### config.mk
export PLATFORM = sky130hd
export DESIGN_NAME = week_number_from_date_top_flat
export DESIGN_NICKNAME = d
export VERILOG_FILES = /design/src/sv/wkn_pkg.sv /design/src/sv/wkn_in_if.sv /design/src/sv/wkn_out_if.sv /design/src/sv/week_number_from_date_top.sv /design/src/sv/wkn_day_count.sv /design/src/flat_wrapper.sv
export SDC_FILE = /design/constraint.sdc
export NUM_CORES = 2
export LEC_CHECK = 0
export ABC_AREA = 1
export BUFFER_PORTS_ARGS = -buffer_cell sky130_fd_sc_hd__buf_4
export CORE_ASPECT_RATIO = 0.75
export CORE_MARGIN = 5
export CORE_UTILIZATION = 48
export DETAILED_ROUTE_END_ITERATION = 12
export SETUP_SLACK_MARGIN = 0.02
export SKIP_CTS_REPAIR_TIMING = 1
export SYNTH_ARGS = -nofsm -noshare
export SYNTH_HDL_FRONTEND = slang
export SYNTH_HIERARCHICAL = 1
export SYNTH_SLANG_ARGS = --single-unit
export TNS_END_PERCENT = 10
### constraint.sdc
create_clock -name clk_i -period 15.9 [get_ports clk_i]
set_clock_uncertainty 0.1 [all_clocks]
set_input_delay 2.385 -clock clk_i [delete_from_list [all_inputs] [get_ports clk_i]]
set_output_delay 2.385 -clock clk_i [all_outputs]
set_load 0.01 [all_outputs]
### src/sv/wkn_pkg.sv
`timescale 1ns / 1ps
// ----------------------------------------------------------------------------
// wkn_pkg
// Shared widths, constants, control types and tables for the week number
// pipeline.
// ----------------------------------------------------------------------------
package wkn_pkg;

  localparam int DAY_W   = 6;
  localparam int MONTH_W = 4;
  localparam int YEAR_W  = 14;
  localparam int WEEK_W  = 6;
  localparam int DELTA_W = 7;
  localparam int CFG_IDX_W  = 2;
  localparam int CFG_DATA_W = 7;

  // internal widths
  localparam int A_W   = 16;  // floor(t/12), signed
  localparam int R_W   = 4;   // t mod 12
  localparam int FR_W  = 9;   // month prefix days
  localparam int QP_W  = 15;  // non-negative century quotient input
  localparam int Q100_W = 9;
  localparam int JDN_W = 23;  // day count, always positive
  localparam int JQ_W  = 21;  // day count / 7
  localparam int ALN_W = 24;
  localparam int DIFF_W = 25;
  localparam int SEL_W = 11;
  localparam int RAW_W = 9;
  localparam int SUM_W = 11;
  localparam int Q54_W = 5;

  localparam logic [JDN_W-1:0] JDN_BASE = JDN_W'(1721119);
  localparam int MUL_YEAR = 367;

  // reciprocal multipliers: x/c == (x * RECIP) >> SHIFT over the used range
  localparam logic [QP_W-1:0]  RECIP100   = QP_W'(20972);
  localparam int               SH100      = 21;
  localparam logic [23:0]      RECIP7_J   = 24'd9586981;
  localparam int               SH7_J      = 26;
  localparam logic [11:0]      RECIP7_W   = 12'd2341;
  localparam int               SH7_W      = 14;
  localparam logic [9:0]       RECIP54    = 10'd607;
  localparam int               SH54       = 15;

  localparam logic [3:0] OFS_ISO      = 4'd10;
  localparam logic [3:0] OFS_JAN1     = 4'd12;
  localparam logic [3:0] OFS_JAN1_MON = 4'd13;

  localparam int WEEK_MOD = 54;
  localparam int WEEK_MAX = 53;
  localparam int DAYS_WK  = 7;

  typedef enum logic [CFG_IDX_W-1:0] {
    CFG_WEEK1_HAS_JAN1    = 2'd0,
    CFG_START_FROM_MONDAY = 2'd1,
    CFG_WEEK_DELTA        = 2'd2
  } cfg_idx_e;

  typedef struct packed {
    logic s1;
    logic s2;
  } stg_en_t;

  // floor((734*r + 15) / 24) for r = 0..11
  function automatic logic [FR_W-1:0] cum_days(input logic [R_W-1:0] r);
    logic [FR_W-1:0] v;
    case (r)
      4'd0:    v = 9'd0;
      4'd1:    v = 9'd31;
      4'd2:    v = 9'd61;
      4'd3:    v = 9'd92;
      4'd4:    v = 9'd122;
      4'd5:    v = 9'd153;
      4'd6:    v = 9'd184;
      4'd7:    v = 9'd214;
      4'd8:    v = 9'd245;
      4'd9:    v = 9'd275;
      4'd10:   v = 9'd306;
      4'd11:   v = 9'd337;
      default: v = 9'd0;
    endcase
    return v;
  endfunction

endpackage

### src/sv/wkn_in_if.sv
`timescale 1ns / 1ps
// ----------------------------------------------------------------------------
// wkn_in_if
// Date request channel: valid/ready with day, month and year.
// ----------------------------------------------------------------------------
interface wkn_in_if;
  logic                       valid;
  logic                       ready;
  logic [wkn_pkg::DAY_W-1:0]   day_of_month;
  logic [wkn_pkg::MONTH_W-1:0] month_num;
  logic [wkn_pkg::YEAR_W-1:0]  year_num;

  modport source (output valid, day_of_month, month_num, year_num, input ready);
  modport sink   (input valid, day_of_month, month_num, year_num, output ready);
endinterface

### src/sv/wkn_out_if.sv
`timescale 1ns / 1ps
// ----------------------------------------------------------------------------
// wkn_out_if
// Week number result channel: valid/ready with adjusted and raw week.
// ----------------------------------------------------------------------------
interface wkn_out_if;
  logic                      valid;
  logic                      ready;
  logic [wkn_pkg::WEEK_W-1:0] week_number;
  logic [wkn_pkg::WEEK_W-1:0] raw_week;

  modport source (output valid, week_number, raw_week, input ready);
  modport sink   (input valid, week_number, raw_week, output ready);
endinterface

### src/sv/week_number_from_date_top.sv
`timescale 1ns / 1ps
// ----------------------------------------------------------------------------
// week_number_from_date_top
// Week number of a Gregorian date, ISO 8601 or week-one-holds-January-first,
// with a signed week adjustment wrapped into 0..53.
// ----------------------------------------------------------------------------
// A date request goes through a seven-stage pipeline to the output channel.
// One request per cycle is sustained while the output accepts results; every
// stage has its own valid bit and holds under backpressure, so empty stages
// close up behind a stalled output. The stage depth is set by the day count
// (two stages), the divide-by-seven multiplies and the modulo-54 wrap.
// Configuration is sampled by in-flight requests, so write it only while the
// pipeline is empty.
module week_number_from_date_top (
  input  logic                             clk_i,
  input  logic                             rst_ni,
  wkn_in_if.sink                           req_i,
  wkn_out_if.source                        rsp_o,
  input  logic                             cfg_we_i,
  input  logic [wkn_pkg::CFG_IDX_W-1:0]    cfg_idx_i,
  input  logic [wkn_pkg::CFG_DATA_W-1:0]   cfg_wdata_i
);

  localparam int NSTG = 7;
  localparam int NDC  = 4;  // main date and three January firsts
  localparam int JP_W = wkn_pkg::JDN_W + 24;
  localparam int WP_W = wkn_pkg::SEL_W + 12;
  localparam int MP_W = 20;

  // configuration
  logic                               week1_q;
  logic                               monday_q;
  logic signed [wkn_pkg::DELTA_W-1:0] delta_q;

  always_ff @(posedge clk_i or negedge rst_ni) begin
    if (!rst_ni) begin
      week1_q  <= 1'b0;
      monday_q <= 1'b0;
      delta_q  <= '0;
    end else if (cfg_we_i) begin
      case (cfg_idx_i)
        wkn_pkg::CFG_WEEK1_HAS_JAN1:    week1_q  <= cfg_wdata_i[0];
        wkn_pkg::CFG_START_FROM_MONDAY: monday_q <= cfg_wdata_i[0];
        wkn_pkg::CFG_WEEK_DELTA:        delta_q  <= $signed(cfg_wdata_i);
        default: ;
      endcase
    end
  end

  // pipeline control
  logic [NSTG:1] v_q;
  logic [NSTG:1] en;

  always_comb begin
    en[NSTG] = !v_q[NSTG] || rsp_o.ready;
    for (int i = NSTG - 1; i >= 1; i--) begin
      en[i] = !v_q[i] || en[i+1];
    end
  end

  always_ff @(posedge clk_i or negedge rst_ni) begin
    if (!rst_ni) begin
      v_q <= '0;
    end else begin
      if (en[1]) v_q[1] <= req_i.valid;
      for (int i = 2; i <= NSTG; i++) begin
        if (en[i]) v_q[i] <= v_q[i-1];
      end
    end
  end

  assign req_i.ready = en[1];

  // stages 1-2: day counts
  logic signed [wkn_pkg::A_W-1:0] yr;
  logic signed [wkn_pkg::A_W-1:0] a_in [NDC];
  logic [wkn_pkg::R_W-1:0]        r_in [NDC];
  logic [wkn_pkg::DAY_W-1:0]      d_in [NDC];
  logic [wkn_pkg::JDN_W-1:0]      jdn  [NDC];
  wkn_pkg::stg_en_t               dc_en;

  always_comb begin
    yr = $signed(wkn_pkg::A_W'(req_i.year_num));
    if (req_i.month_num < 4'd3) begin
      a_in[0] = yr - 16'sd1;
      r_in[0] = req_i.month_num + 4'd9;
    end else if (req_i.month_num == 4'd15) begin
      a_in[0] = yr + 16'sd1;
      r_in[0] = '0;
    end else begin
      a_in[0] = yr;
      r_in[0] = req_i.month_num - 4'd3;
    end
    d_in[0] = req_i.day_of_month;
    // January first of year+1, year, year-1
    for (int k = 1; k < NDC; k++) begin
      a_in[k] = yr - wkn_pkg::A_W'(k - 1);
      r_in[k] = 4'd10;
      d_in[k] = 6'd1;
    end
    dc_en.s1 = en[1];
    dc_en.s2 = en[2];
  end

  for (genvar g = 0; g < NDC; g++) begin : g_dc
    wkn_day_count u_dc (
      .clk_i (clk_i),
      .en_i  (dc_en),
      .a_i   (a_in[g]),
      .r_i   (r_in[g]),
      .d_i   (d_in[g]),
      .jdn_o (jdn[g])
    );
  end

  // stage 3: day count / 7
  logic [JP_W-1:0]               jp;
  logic [wkn_pkg::JQ_W-1:0]      jq_q;
  logic [wkn_pkg::JDN_W-1:0]     j1_q [NDC-1];

  assign jp = JP_W'(jdn[0]) * JP_W'(wkn_pkg::RECIP7_J);

  always_ff @(posedge clk_i) begin
    if (en[3]) begin
      jq_q <= jp[wkn_pkg::SH7_J +: wkn_pkg::JQ_W];
      for (int k = 0; k < NDC - 1; k++) begin
        j1_q[k] <= jdn[k+1];
      end
    end
  end

  // stage 4: align and pick the first candidate year with a positive week
  logic [3:0]                         ofs;
  logic [wkn_pkg::ALN_W-1:0]          aligned;
  logic signed [wkn_pkg::DIFF_W-1:0]  diff [NDC-1];
  logic [NDC-2:0]                     pos;
  logic [wkn_pkg::SEL_W-1:0]          sel_d;
  logic                               none_d;
  logic [wkn_pkg::SEL_W-1:0]          sel_q;
  logic                               none_q;

  always_comb begin
    if (week1_q) begin
      ofs = monday_q ? wkn_pkg::OFS_JAN1_MON : wkn_pkg::OFS_JAN1;
    end else begin
      ofs = wkn_pkg::OFS_ISO;
    end
    aligned = (wkn_pkg::ALN_W'(jq_q) << 3) - wkn_pkg::ALN_W'(jq_q)
            + wkn_pkg::ALN_W'(ofs);
    for (int k = 0; k < NDC - 1; k++) begin
      diff[k] = $signed(wkn_pkg::DIFF_W'(aligned)) - $signed(wkn_pkg::DIFF_W'(j1_q[k]));
      pos[k]  = !diff[k][wkn_pkg::DIFF_W-1] &&
                (diff[k] >= $signed(wkn_pkg::DIFF_W'(wkn_pkg::DAYS_WK)));
    end
    none_d = 1'b0;
    if (pos[0]) begin
      sel_d = diff[0][wkn_pkg::SEL_W-1:0];
    end else if (pos[1]) begin
      sel_d = diff[1][wkn_pkg::SEL_W-1:0];
    end else if (pos[2]) begin
      sel_d = diff[2][wkn_pkg::SEL_W-1:0];
    end else begin
      sel_d  = '0;
      none_d = 1'b1;
    end
  end

  always_ff @(posedge clk_i) begin
    if (en[4]) begin
      sel_q  <= sel_d;
      none_q <= none_d;
    end
  end

  // stage 5: raw week = diff / 7
  logic [WP_W-1:0]           wp;
  logic [wkn_pkg::RAW_W-1:0] raw5_q;

  assign wp = WP_W'(sel_q) * WP_W'(wkn_pkg::RECIP7_W);

  always_ff @(posedge clk_i) begin
    if (en[5]) begin
      raw5_q <= none_q ? wkn_pkg::RAW_W'(1) : wp[wkn_pkg::SH7_W +: wkn_pkg::RAW_W];
    end
  end

  // stage 6: add delta, quotient by 54
  logic signed [wkn_pkg::SUM_W-1:0] s_d;
  logic [MP_W-1:0]                  mp;
  logic signed [wkn_pkg::SUM_W-1:0] s_q;
  logic [wkn_pkg::Q54_W-1:0]        q54_q;
  logic [wkn_pkg::RAW_W-1:0]        raw6_q;

  always_comb begin
    s_d = $signed(wkn_pkg::SUM_W'(raw5_q)) + wkn_pkg::SUM_W'(delta_q);
    mp  = MP_W'(s_d[9:0]) * MP_W'(wkn_pkg::RECIP54);
  end

  always_ff @(posedge clk_i) begin
    if (en[6]) begin
      s_q    <= s_d;
      q54_q  <= mp[wkn_pkg::SH54 +: wkn_pkg::Q54_W];
      raw6_q <= raw5_q;
    end
  end

  // stage 7: truncating remainder and wrap
  logic [9:0]                    rem;
  logic [wkn_pkg::SUM_W-1:0]     ns_full;
  logic [6:0]                    ns;
  logic [6:0]                    rn;
  logic [wkn_pkg::WEEK_W-1:0]    wk_d;
  logic [wkn_pkg::WEEK_W-1:0]    wk_q;
  logic [wkn_pkg::WEEK_W-1:0]    raw7_q;

  always_comb begin
    rem     = s_q[9:0] - 10'(q54_q) * 10'(wkn_pkg::WEEK_MOD);
    ns_full = -s_q;
    ns      = ns_full[6:0];
    rn      = (ns >= 7'(wkn_pkg::WEEK_MOD)) ? ns - 7'(wkn_pkg::WEEK_MOD) : ns;
    if (s_q[wkn_pkg::SUM_W-1]) begin
      wk_d = wkn_pkg::WEEK_W'(7'(wkn_pkg::WEEK_MAX) - rn);
    end else if (rem[5:0] == '0) begin
      wk_d = wkn_pkg::WEEK_W'(wkn_pkg::WEEK_MAX);
    end else begin
      wk_d = rem[wkn_pkg::WEEK_W-1:0];
    end
  end

  always_ff @(posedge clk_i) begin
    if (en[7]) begin
      wk_q   <= wk_d;
      raw7_q <= raw6_q[wkn_pkg::WEEK_W-1:0];
    end
  end

  assign rsp_o.valid       = v_q[NSTG];
  assign rsp_o.week_number = wk_q;
  assign rsp_o.raw_week    = raw7_q;

  // checks
  assert property (@(posedge clk_i) disable iff (!rst_ni)
    (req_i.valid && req_i.ready) |=> v_q[1])
    else $error("accepted request did not enter stage 1");

  assert property (@(posedge clk_i) disable iff (!rst_ni)
    !v_q[NSTG] |-> req_i.ready)
    else $error("input stalled with empty output stage");

  assert property (@(posedge clk_i) disable iff (!rst_ni)
    rsp_o.valid |-> (rsp_o.raw_week != '0 &&
                     rsp_o.raw_week <= wkn_pkg::WEEK_W'(wkn_pkg::WEEK_MAX)))
    else $error("raw week out of range");

  assert property (@(posedge clk_i) disable iff (!rst_ni)
    rsp_o.valid |-> rsp_o.week_number <= wkn_pkg::WEEK_W'(wkn_pkg::WEEK_MAX))
    else $error("week number above 53");

endmodule

### src/sv/wkn_day_count.sv
`timescale 1ns / 1ps
// ----------------------------------------------------------------------------
// wkn_day_count
// Two-stage day count: from a = floor(t/12), r = t mod 12 and the day,
// forms the Julian-style day number with truncating division semantics.
// ----------------------------------------------------------------------------
module wkn_day_count (
  input  logic                              clk_i,
  input  wkn_pkg::stg_en_t                  en_i,
  input  logic signed [wkn_pkg::A_W-1:0]    a_i,
  input  logic [wkn_pkg::R_W-1:0]           r_i,
  input  logic [wkn_pkg::DAY_W-1:0]         d_i,
  output logic [wkn_pkg::JDN_W-1:0]         jdn_o
);

  localparam int PW = 2 * wkn_pkg::QP_W;

  logic signed [wkn_pkg::A_W-1:0] q_d;
  logic [wkn_pkg::QP_W-1:0]       qp_d;
  logic [PW-1:0]                  p100_d;

  logic signed [wkn_pkg::A_W-1:0] a_q;
  logic signed [wkn_pkg::A_W-1:0] q_q;
  logic                           neg_q;
  logic [wkn_pkg::FR_W-1:0]       fr_q;
  logic [wkn_pkg::QP_W-1:0]       qp_q;
  logic [wkn_pkg::Q100_W-1:0]     q100_q;
  logic [wkn_pkg::DAY_W-1:0]      d_q;

  logic signed [wkn_pkg::DIFF_W-1:0] j_d;
  logic [wkn_pkg::Q100_W-1:0]        q400;
  logic [wkn_pkg::QP_W-1:0]          q4;
  logic [wkn_pkg::JDN_W-1:0]         jdn_q;

  // t < 0 only when a < 0; trunc(t/12) is then a + 1
  always_comb begin
    q_d    = a_i[wkn_pkg::A_W-1] ? a_i + 16'sd1 : a_i;
    qp_d   = a_i[wkn_pkg::A_W-1] ? '0 : q_d[wkn_pkg::QP_W-1:0];
    p100_d = PW'(qp_d) * PW'(wkn_pkg::RECIP100);
  end

  always_ff @(posedge clk_i) begin
    if (en_i.s1) begin
      a_q    <= a_i;
      q_q    <= q_d;
      neg_q  <= a_i[wkn_pkg::A_W-1];
      fr_q   <= wkn_pkg::cum_days(r_i);
      qp_q   <= qp_d;
      q100_q <= p100_d[wkn_pkg::SH100 +: wkn_pkg::Q100_W];
      d_q    <= d_i;
    end
  end

  // negative numerator is never a multiple of 24, so trunc = floor + 1
  always_comb begin
    q400 = q100_q >> 2;
    q4   = qp_q >> 2;
    j_d  = wkn_pkg::DIFF_W'(a_q) * wkn_pkg::DIFF_W'(wkn_pkg::MUL_YEAR)
         + $signed(wkn_pkg::DIFF_W'(fr_q))
         + $signed(wkn_pkg::DIFF_W'(neg_q))
         - (wkn_pkg::DIFF_W'(q_q) <<< 1)
         + $signed(wkn_pkg::DIFF_W'(q4))
         - $signed(wkn_pkg::DIFF_W'(q100_q))
         + $signed(wkn_pkg::DIFF_W'(q400))
         + $signed(wkn_pkg::DIFF_W'(d_q))
         + $signed(wkn_pkg::DIFF_W'(wkn_pkg::JDN_BASE));
  end

  always_ff @(posedge clk_i) begin
    if (en_i.s2) begin
      jdn_q <= j_d[wkn_pkg::JDN_W-1:0];
    end
  end

  assign jdn_o = jdn_q;

endmodule

### src/flat_wrapper.sv
// flat-port wrapper written by rule: the top's interface ports become plain ports
module week_number_from_date_top_flat 
  (clk_i, rst_ni, cfg_we_i, cfg_idx_i, cfg_wdata_i, req_i_valid, req_i_day_of_month, req_i_month_num, req_i_year_num, req_i_ready, rsp_o_valid, rsp_o_week_number, rsp_o_raw_week, rsp_o_ready);
  wkn_in_if req_i_i ();
  wkn_out_if rsp_o_i ();
  input  logic clk_i;
  input  logic rst_ni;
  input  logic cfg_we_i;
  input  logic [wkn_pkg::CFG_IDX_W-1:0] cfg_idx_i;
  input  logic [wkn_pkg::CFG_DATA_W-1:0] cfg_wdata_i;
  input wire logic [$bits(req_i_i.valid)-1:0] req_i_valid;
  input wire logic [$bits(req_i_i.day_of_month)-1:0] req_i_day_of_month;
  input wire logic [$bits(req_i_i.month_num)-1:0] req_i_month_num;
  input wire logic [$bits(req_i_i.year_num)-1:0] req_i_year_num;
  output wire logic [$bits(req_i_i.ready)-1:0] req_i_ready;
  output wire logic [$bits(rsp_o_i.valid)-1:0] rsp_o_valid;
  output wire logic [$bits(rsp_o_i.week_number)-1:0] rsp_o_week_number;
  output wire logic [$bits(rsp_o_i.raw_week)-1:0] rsp_o_raw_week;
  input wire logic [$bits(rsp_o_i.ready)-1:0] rsp_o_ready;
  assign req_i_i.valid = req_i_valid;
  assign req_i_i.day_of_month = req_i_day_of_month;
  assign req_i_i.month_num = req_i_month_num;
  assign req_i_i.year_num = req_i_year_num;
  assign req_i_ready = req_i_i.ready;
  assign rsp_o_valid = rsp_o_i.valid;
  assign rsp_o_week_number = rsp_o_i.week_number;
  assign rsp_o_raw_week = rsp_o_i.raw_week;
  assign rsp_o_i.ready = rsp_o_ready;
  week_number_from_date_top u_core (.clk_i(clk_i), .rst_ni(rst_ni), .req_i(req_i_i), .rsp_o(rsp_o_i), .cfg_we_i(cfg_we_i), .cfg_idx_i(cfg_idx_i), .cfg_wdata_i(cfg_wdata_i));
endmodule
==> results.yml <==
outcome:
  status: "finished, final reports clean"
setup_path:
  worstSetupEndpoint: "u_core/g_dc[0].u_dc/q100_q[3]"
  r2r_start: "u_core/delta_q[0]"
  path_class: "input port to register"
  cp-end-kind: "register"
  worstSetupStartpointType: "input port"
  reg2reg_to: "u_core/q54_q[4]"
  rrSetupSlack_ns: 9.05
  startpoint: "req_i_month_num[0]"
  r2r_cells: 32
  path_max_fanout: 7
  crit_required_ns: 16.23
  crit_arrival_ns: 9.61
global_routing:
  antenna_found_initial: 3
  grt_usage_pct: 23.23
  overflow: 0
  grt_max_degree: 77
  grt_pass1_wl_um: 313200
  grt_pass1_vias: 57160
logic_synthesis:
  synth_top_family_by_area: "adder cells"
  synthAdderAreaFrac_pct: 45.48
  synth_edf_count: 510
  ys.flop_type: "edfxtp_1"
  avgSynthCellArea_um2: 8.852
  synth-xor-area-share_pct: 3.252
  netlist_instances: 8820
  ys_seq_elements: 526
  synthMuxAreaShare_pct: 0.08654
  synth.distinct_cells: 70
  synth_async_sr_flop_share_pct: 3.042
  ys_seq_area_share_pct: 20.13
  synthSimpleGateAreaFrac_pct: 13.57
  ys_warn_count: 6
  synth_compound_area_share_pct: 5.239
  syn_area_mm2: 0.07808
clock_tree:
  cts_htree_levels: 3
  numCtsBuffers: 66
  cts-root-buf: "clkbuf_16"
  clock-sinks: 526
  cts_tree: "done"
  cts_buffer_depth: 3
  path_clk_slew_ns: 0.06
  insertion_delay_ns: 0.68
sta:
  min_period_over_period_pct: 58.42
  setup_viol: 0
  hold_slack_ns: 0.3131
  hold_viol: 0
  clock.fmax_mhz: 107.7
  slew_headroom_pct: 22.37
  rsz0062_at_grt: "false"
  drv_slew: 0
  period_needed_ns: 9.288
  worst_pin_slew_ns: 1.156
  worst_slack_ns: 6.612
  fin_setup_tns_ns: 0
placed_design:
  routabilityCongestion: 0.9238
  numPortBuffers: 51
  place_hpwl_um: 169000
  dpl_worst_slack_ns: 5.917
detailed_routing:
  ant_nets: 0
  vias: 56000
  route.detailed.drc: 0
  post_drt_wl_per_cell_um: 17.33
  drt-initial-drc-count: 3781
  dr.pass1.iters: 5
  routed_via_density: 4.997
  wl_um: 194200
min_path:
  hp-start: "u_core/g_dc[3].u_dc/jdn_o[12]"
  min_path_type: "register to register"
cells_and_area:
  nets: 11320
  multi_input_area_mm2: 0.05312
  drive_gt1_share_pct: 3.135
  area_delta_synth_final_pct: 7.163
  fillers: 15180
  register_area_mm2: 0.01572
  finalCoreUtilization_pct: 51.62
floorplan:
  core_mm2: 0.1621
  initial_utilization_pct: 48.17
  dieHeight_um: 359.3
  ios: 52
  fp-row-count: 128
  die_x_um: 475.7
  die-area_mm2: 0.1709
job:
  maxCapViolations: 0
==> area by class of cell <==
type | instances | share of cell area [%]
multi-input cells | 5853 | 63.48
flip-flops and latches | 526 | 18.78
inverters | 2493 | 11.20
well taps | 2145 | 3.208
clock buffers | 73 | 2.080
repair buffers | 70 | 0.6281
clock inverters | 45 | 0.6131
diodes | 2 | 0.005982
==> worst max-delay path, cell delays in order <==
cell and delay (ns):
buf_4 0.09, ha_1 0.16, nand2_1 0.08, nor2_2 0.42, nand3_1 0.23, nor4_1 0.46, nand3_1 0.21, nor2_1 0.19
xor2_1 0.08, o21ai_0 0.65, inv_1 0.19, nor2_1 0.66, fa_1 0.54, ha_1 0.32, fa_1 0.46, fa_1 0.55
inv_1 0.06, fa_1 0.53, inv_1 0.04, ha_1 0.31, a21oi_1 0.24, a21boi_0 0.30, nor2_1 0.07, nor2_1 0.15
nand3_1 0.10, nand2_1 0.06, nand2_1 0.05
==> how the worst min path moves through the flow <==
stage | depth (start not counted) | slack [ns] | to
after floorplan | 0 | 0.30 | u_core/j1_q[0][0]
final | 0 | 0.31 | u_core/j1_q[0][58]
after global routing | 0 | 0.32 | u_core/j1_q[0][14]
after global placement | 0 | 0.30 | u_core/j1_q[0][66]
after detailed placement | 0 | 0.30 | u_core/j1_q[0][17]
after CTS | 0 | 0.31 | u_core/j1_q[0][14]
==> metrics by stage <==
stage / instance area [um^2] / instances
after floorplan: 78370 / 8898
after global placement: 81410 / 11090
after detailed placement: 81410 / 11090
after CTS: 83660 / 11210
after global routing: 83670 / 11210
final: 83670 / 11210
==> cells in the final DEF (no fill, tap or decap), types with 16 or more instances in the layout <==
cell / synthesis / layout
nor3_1: 80 / 79
buf_4: 3 / 70
a21oi_1: 360 / 360
xor2_1: 197 / 197
dfrtp_1: 16 / 16
nand3_1: 297 / 297
o21ai_0: 215 / 215
nand2_1: 1357 / 1356
a21o_1: 39 / 39
nor2_1: 493 / 492
nor2_2: 22 / 23
nand4_1: 111 / 111
fa_1: 947 / 947
clkbuf_16: 0 / 68
ha_1: 1323 / 1323
xnor2_1: 91 / 91
conb_1: 2 / 80
o21bai_1: 41 / 41
nand3b_1: 28 / 28
edfxtp_1: 510 / 510
inv_1: 2480 / 2478
==> registers in the layout, indices dropped and copies added (netlist names), 6 cells and up <==
register and flops:
u_core/s_q 8, u_core/g_dc.u_dc/q100_q 36, u_core/v_q 7, u_core/g_dc.u_dc/d_q 24
u_core/rsp_o.raw_week 6, u_core/g_dc.u_dc/fr_q 36, u_core/delta_q 7, u_core/g_dc.u_dc/qp_q 52
u_core/j1_q 69, u_core/jq_q 21, u_core/raw5_q 9, u_core/sel_q 11
u_core/g_dc.u_dc/a_q 64, u_core/rsp_o.week_number 6, u_core/g_dc.u_dc/jdn_o 92, u_core/raw6_q 6
u_core/g_dc.u_dc/q_q 64
==> cells by family after synthesis <==
family | count (synthesis)
xor+xnor | 289
flops | 526
simple gates | 2475
fa+ha+maj | 2270
mux | 6
compound gates | 733
other cells | 2
buf+inv | 2519
==> synthesized netlist by cell type (39+ instances only) <==
library cell  instances  area share, %
a21o_1               39           0.37
a21oi_1             360            2.3
edfxtp_1            510             20
fa_1                947             24
ha_1               1323             21
inv_1              2480             12
nand2_1            1357            6.5
nand3_1             297            1.9
nand4_1             111           0.89
nor2_1              493            2.4
nor3_1               80           0.51
o21ai_0             215            1.4
o21bai_1             41           0.39
xnor2_1              91            1.0
xor2_1              197            2.2
==> metal layers <==
layer	track usage, %	wire length, um	vias to the layer above	share of wire (%)
met4	4.472	3601	0	1.9
met3	4.180	12180	177	6.3
li1	-	-	27770	-
met2	32.88	77530	1260	40
met1	37.00	100900	26800	52
met5	0	0	-	0
Power is left out: the tool's default activity adds up to more than one toggle a clock period on the data nets, which glitch-free logic cannot reach.
